$ cat src/cabt_pkg.sv
// cabt_pkg: shared types, field widths, command and status codes and FSM states
// for the checkpointed active bound trail block.
// No dependencies; every other file of the block imports this package.
package cabt_pkg;

  // Fixed field widths of the item and result beats
  localparam int CMD_W       = 4;
  localparam int GEN_W       = 16;
  localparam int BIDX_W      = 10;
  localparam int AIDX_W      = 9;
  localparam int CKPT_W      = 16;
  localparam int STATUS_W    = 2;
  localparam int TRAIL_CNT_W = 11;
  localparam int LEVEL_CNT_W = 7;

  // Default capacities
  localparam int DEF_MAX_BOUNDS = 1024;
  localparam int DEF_MAX_ATOMS  = 512;
  localparam int DEF_MAX_LEVELS = 64;

  // Generation tag after reset
  localparam logic [GEN_W-1:0] GEN_RESET = 16'd1;

  typedef enum logic [CMD_W-1:0] {
    CMD_REG_BOUND   = 4'd0,
    CMD_REG_ATOM    = 4'd1,
    CMD_PUSH        = 4'd2,
    CMD_ACTIVATE    = 4'd3,
    CMD_POP         = 4'd4,
    CMD_SET_PENDING = 4'd5,
    CMD_CLR_PENDING = 4'd6,
    CMD_QUERY_BOUND = 4'd7,
    CMD_QUERY_ATOM  = 4'd8
  } cmd_e;

  typedef enum logic [STATUS_W-1:0] {
    ST_OK       = 2'd0,
    ST_INVALID  = 2'd1,
    ST_FULL     = 2'd2,
    ST_BAD_CKPT = 2'd3
  } status_e;

  typedef enum logic [2:0] {
    S_IDLE,
    S_LOOKUP,
    S_ATOM,
    S_EVAL,
    S_SEARCH,
    S_CHECK,
    S_WALK,
    S_COMMIT
  } state_e;

  // Commands from controller to datapath
  typedef struct packed {
    logic load;
    logic lookup;
    logic atom_rd;
    logic eval;
    logic search_step;
    logic walk_init;
    logic walk_step;
    logic pop_commit;
    logic pop_fail;
  } ctl_t;

  // Status from datapath to controller
  typedef struct packed {
    logic is_pop;
    logic is_qatom;
    logic search_end;
    logic tag_hit;
    logic walk_done;
    logic slot_free;
  } sts_t;

endpackage

$ cat src/cabt_ctrl.sv
// cabt_ctrl: sequencing FSM; issues datapath commands per item and runs the pop
// search and trail unwind loops. Depends on cabt_pkg.

module cabt_ctrl import cabt_pkg::*; (
  input  logic clk,
  input  logic rst,
  input  logic in_valid,
  output logic in_ready,
  input  sts_t sts,
  output ctl_t ctl
);

  state_e state, state_next;

  // State register
  always_ff @(posedge clk) begin
    if (rst) begin
      state <= S_IDLE;
    end else begin
      state <= state_next;
    end
  end

  // Next state
  always_comb begin
    state_next = state;
    unique case (state)
      S_IDLE:   if (in_valid) state_next = S_LOOKUP;
      S_LOOKUP: begin
        if (sts.is_pop)        state_next = S_SEARCH;
        else if (sts.is_qatom) state_next = S_ATOM;
        else                   state_next = S_EVAL;
      end
      S_ATOM:   state_next = S_EVAL;
      S_EVAL:   if (sts.slot_free) state_next = S_IDLE;
      S_SEARCH: begin
        if (!sts.search_end)    state_next = S_CHECK;
        else if (sts.slot_free) state_next = S_IDLE;
      end
      S_CHECK:  state_next = sts.tag_hit ? S_WALK : S_SEARCH;
      S_WALK:   if (sts.walk_done) state_next = S_COMMIT;
      S_COMMIT: if (sts.slot_free) state_next = S_IDLE;
      default:  state_next = S_IDLE;
    endcase
  end

  // Outputs
  always_comb begin
    ctl      = '0;
    in_ready = 1'b0;
    unique case (state)
      S_IDLE: begin
        in_ready = 1'b1;
        ctl.load = in_valid;
      end
      S_LOOKUP: ctl.lookup  = 1'b1;
      S_ATOM:   ctl.atom_rd = 1'b1;
      S_EVAL:   ctl.eval    = sts.slot_free;
      S_SEARCH: begin
        ctl.search_step = !sts.search_end;
        ctl.pop_fail    = sts.search_end && sts.slot_free;
      end
      S_CHECK:  ctl.walk_init  = sts.tag_hit;
      S_WALK:   ctl.walk_step  = 1'b1;
      S_COMMIT: ctl.pop_commit = sts.slot_free;
      default:  ctl = '0;
    endcase
  end

endmodule

$ cat config.mk
export PLATFORM = sky130hd
export DESIGN_NAME = cabt_ctrl
export DESIGN_NICKNAME = d
export VERILOG_FILES = /design/src/cabt_pkg.sv /design/src/cabt_ctrl.sv
export SDC_FILE = /design/constraint.sdc
export NUM_CORES = 1
export LEC_CHECK = 0
export BUFFER_PORTS_ARGS = -buffer_cell sky130_fd_sc_hd__buf_2
export CORE_AREA = 2 2 39 41
export DETAILED_ROUTE_END_ITERATION = 7
export DIE_AREA = 0 0 41 43
export GPL_TIMING_DRIVEN = 0
export MAX_ROUTING_LAYER = met4
export PLACE_DENSITY = 0.5
export SLEW_MARGIN = 20
export SYNTH_ARGS = -nofsm -noshare
export SYNTH_HDL_FRONTEND = slang
export SYNTH_SLANG_ARGS = --single-unit
$ cat constraint.sdc
create_clock -name clk -period 1.57 [get_ports clk]
set_clock_uncertainty 0.05 [all_clocks]
set_input_delay 0.157 -clock clk [delete_from_list [all_inputs] [get_ports clk]]
set_output_delay 0.157 -clock clk [all_outputs]
set_load 0.02 [all_outputs]
Word-level counts from Yosys, hierarchy flattened

Index checks and enable logic that the tools add are counted.
Widths: inputs -> output; s select.

Flip-flop bits (word level): 3

Mux-type cells: 18
Equal/unequal tests: 9
Reduce and logical (&&, ||, !) cells: 5

Operators by type and width:

| cell               | number |
|---|---|
| $pmux 3 s7         | 1 |
| $mux 3             | 5 |
| $eq 3x3->1 const B | 4 |
| $mux 1             | 11 |
| $eq 3x2->1 const B | 2 |
| $ne 2x2->1 const B | 2 |
| $eq 3x1->1 const B | 1 |
| $logic_not 3->1    | 1 |
| $mux 2             | 1 |
| $reduce_and 2->1   | 1 |
| $reduce_or 2->1    | 1 |
| $logic_and 1x1->1  | 1 |
| $logic_not 1->1    | 1 |

Longest topological paths before layout

Word-level depth: 3
Depth in mapped cells: 4
Mapped depth without buffers: 3

Least setup slack after synthesis

No wires, ideal clock.

Path type: flip-flop to output port
Start: reg state[2]
End: out ctl[8] (netlist name)
Stages on the path, launching flop included: 4
Required time: 1.363 ns
Slack: -0.001 ns
Arrival: 1.364 ns
Cells stage by stage: dfxtp_1 clkbuf_1 nor3_1 and2_1

RTL lines:

| element                | line            | RTL |
|---|---|---|
| from (decl)            | cabt_ctrl.sv:13 | `state_e state, state_next;` |
| from (signal assigned) | cabt_ctrl.sv:20 | `state <= state_next;` |
| to (decl)              | cabt_ctrl.sv:10 | `output ctl_t ctl` |

==> results.json <==
{
  "status": "finished clean",
  "r2r_slack_ns": 0.23,
  "min_from": "rst",
  "layout-drive-gt1-share_pct": 50.0,
  "cts_tree": "built",
  "largest_reg_flops": 3,
  "wl_per_cell_um": 9.53,
  "slew_headroom_pct": 78.8,
  "rsz0062_at_grt": "false",
  "synth-seq-area-share_pct": 25.0,
  "multiInputGateArea_um2": 169,
  "slowest_delay_ns": 0.28,
  "synth.distinct_cells": 21,
  "avgSynthCellArea_um2": 7.07,
  "cts_resized": 1,
  "cts.sinks": 3,
  "vdd_drop_max_mv": 0.277,
  "place_hpwl_um": 532,
  "antenna_found_initial": 0,
  "period_minus_slack_ns": 1.44,
  "startpoint_type": "flip-flop",
  "ys_seq_elements": 3,
  "crit_slowest_cell": "dfxtp_1",
  "post-synth-top-area-cell": "dfxtp_1",
  "reg_top3": "state x3",
  "max_freq_mhz": 696,
  "place_area_um2": 355,
  "post_cts_buffers": 0,
  "hold_end": "state[0]",
  "viasPerCell": 4.38,
  "layout.cells.non_filler": 72,
  "routabilityCongestion": 0.680,
  "fin_area_um2": 383,
  "hold_violations": 0,
  "synth.area.top_cells": "dfxtp_1, nor3_1, nand2b_1",
  "layout.nets": 66,
  "crit_start": "state[0]",
  "crit_chain": "buf_2, nand2b_1, nor3_1, buf_2",
  "drv_slew": 0,
  "dp.cells": 68,
  "regMostFlops": "state",
  "r2r-end": "state[0]",
  "synthArstFlopShare_pct": 0,
  "synth_most_common_cell": "nor3_1",
  "core_region_area_um2": 1380,
  "rr_startpoint": "state[1]",
  "grt_pass1_vias": 296,
  "die_area_um2": 1760,
  "fin_tns_setup_ns": 0,
  "start_util_pct": 17.4,
  "synth_edf_count": 0,
  "ctsHoldBuffers": 0,
  "syn_inst": 34,
  "vias": 315,
  "worst_slew_pin_slew_ns": 0.316,
  "synth_ff_type": "dfxtp_1",
  "min_path_cells": 2,
  "yosys_warnings": 0,
  "finalSetupViolations": 0,
  "clkLatencyLatePin_ns": 0.23,
  "grt_max_degree": 11,
  "grt_pass1_wl_um": 1190,
  "port_buffers": 18,
  "p_leak_nw": 0.184,
  "path_clk_slew_ns": 0.04,
  "root_buffer": "clkbuf_4",
  "end_kind": "output port",
  "powerDensity_nw_per_um2": 918,
  "wl_um": 686,
  "synth_common_cells": "nor3_1, nor2_1, dfxtp_1, nand2b_1, a21oi_1",
  "diodes": 0,
  "syn_area_um2": 240,
  "clock_path_buffers": 2,
  "drc": 0,
  "grt_usage_pct": 10.3,
  "syn_nets": 43,
  "top_level_ports": 19,
  "die_w_um": 41,
  "regArea_um2": 60.1,
  "path_max_fanout": 10,
  "worstRegToRegCells": 3,
  "required_ns": 1.36,
  "drt_iter0_drc": 5,
  "htreeDepth": 1,
  "crit_top_cell": "buf_2",
  "cts_buffers": 3,
  "maxCapViolCount": 0,
  "ant_nets": 0,
  "num_rows": 14,
  "hp-class": "in -> reg",
  "overflow": 0,
  "crit_arrival_ns": 1.23,
  "post-route-period-util_pct": 91.5,
  "netlist.area_leader.share_pct": 25.0,
  "timing.hold.ws_ns": 0.0961,
  "die_h_um": 43,
  "syn_to_final_growth_pct": 59.4,
  "critical_path_class": "reg -> out",
  "dr.pass1.iters": 4,
  "num-fill-cells": 166
}
==> area by class of cell <==
| cell class | count | share of cell area (%) |
|---|---|---|
| Buffer | 2 | 2.61 |
| Clock buffer | 4 | 6.86 |
| Inverter | 2 | 1.96 |
| Multi-Input combinational cell | 27 | 44.1 |
| Sequential cell | 3 | 15.7 |
| Tap cell | 16 | 5.23 |
| Timing Repair Buffer | 18 | 23.5 |
==> placed cells by master (no fill, tap or decap) <==
cell       instances
inv_2              1
a2111oi_2          1
and4_2             1
a31o_1             1
and2_1             1
dfxtp_1            3
buf_2             19
nor2_1             4
a22oi_1            1
and3_2             1
inv_1              1
nor3_1             5
o21ai_0            1
clkbuf_4           3
a21oi_1            2
clkbuf_1           1
nor4_1             1
nand2b_1           3
nand3_1            1
clkbuf_2           1
nand2_1            1
nor3_2             1
o211ai_1           1
nand3b_1           1
==> logic make-up after synthesis <==
family                 share of synthesized area (%)
and+or+nand+nor                                 45.8
AOI/OAI and AO/OA                               22.4
buffers and inverters                           6.76
DFF                                             25.0
==> layer usage <==
| layer | part of all wire [%] | track usage, % | vias up |
|---|---|---|---|
| met5 | 0 | - | - |
| met4 | 0 | 8.00 | 0 |
| met3 | 6.7 | 1.57 | 0 |
| met2 | 51 | 13.1 | 7 |
| met1 | 43 | 13.8 | 140 |
| li1 | - | - | 168 |
==> worst max-delay path: cells and delay by family, from the launching register on <==
family	cells	cell delay (ns)
flip-flops	1	0.28
buffers and inverters	2	0.35
AND/OR/NAND/NOR	2	0.36
==> worst max path at each step <==
stage | end | slack, ns | depth (start not counted)
floorplan | ctl[8] | 0.20 | 3
CTS | ctl[8] | 0.11 | 4
detailed placement | ctl[7] | 0.23 | 4
global route | ctl[4] | 0.02 | 4
finish | ctl[4] | 0.13 | 4
global placement | ctl[7] | 0.23 | 4
==> report_power, final <==
| group | leakage, nW | total [W] | switching, W | internal [W] |
|---|---|---|---|---|
| logic | 0.144 | 0.000126 | 0.0000746 | 0.0000518 |
| clock network | 0.0150 | 0.000132 | 0.0000374 | 0.0000951 |
| registers | 0.0247 | 0.0000926 | 0.00000767 | 0.0000849 |
| total | 0.184 | 0.000351 | 0.000120 | 0.000232 |
==> stage by stage <==
step | worst slack (ns) | power (W) | utilization (%)
after floorplan | 0.196 | 0.000180 | -
after global placement | 0.230 | 0.000221 | 25.7
after detailed placement | 0.231 | 0.000220 | 25.7
after CTS | 0.115 | 0.000362 | 27.7
after global routing | 0.0198 | 0.000379 | 27.7
final | 0.134 | 0.000351 | 27.7
Note: power is estimated with default switching activity, not from simulation.
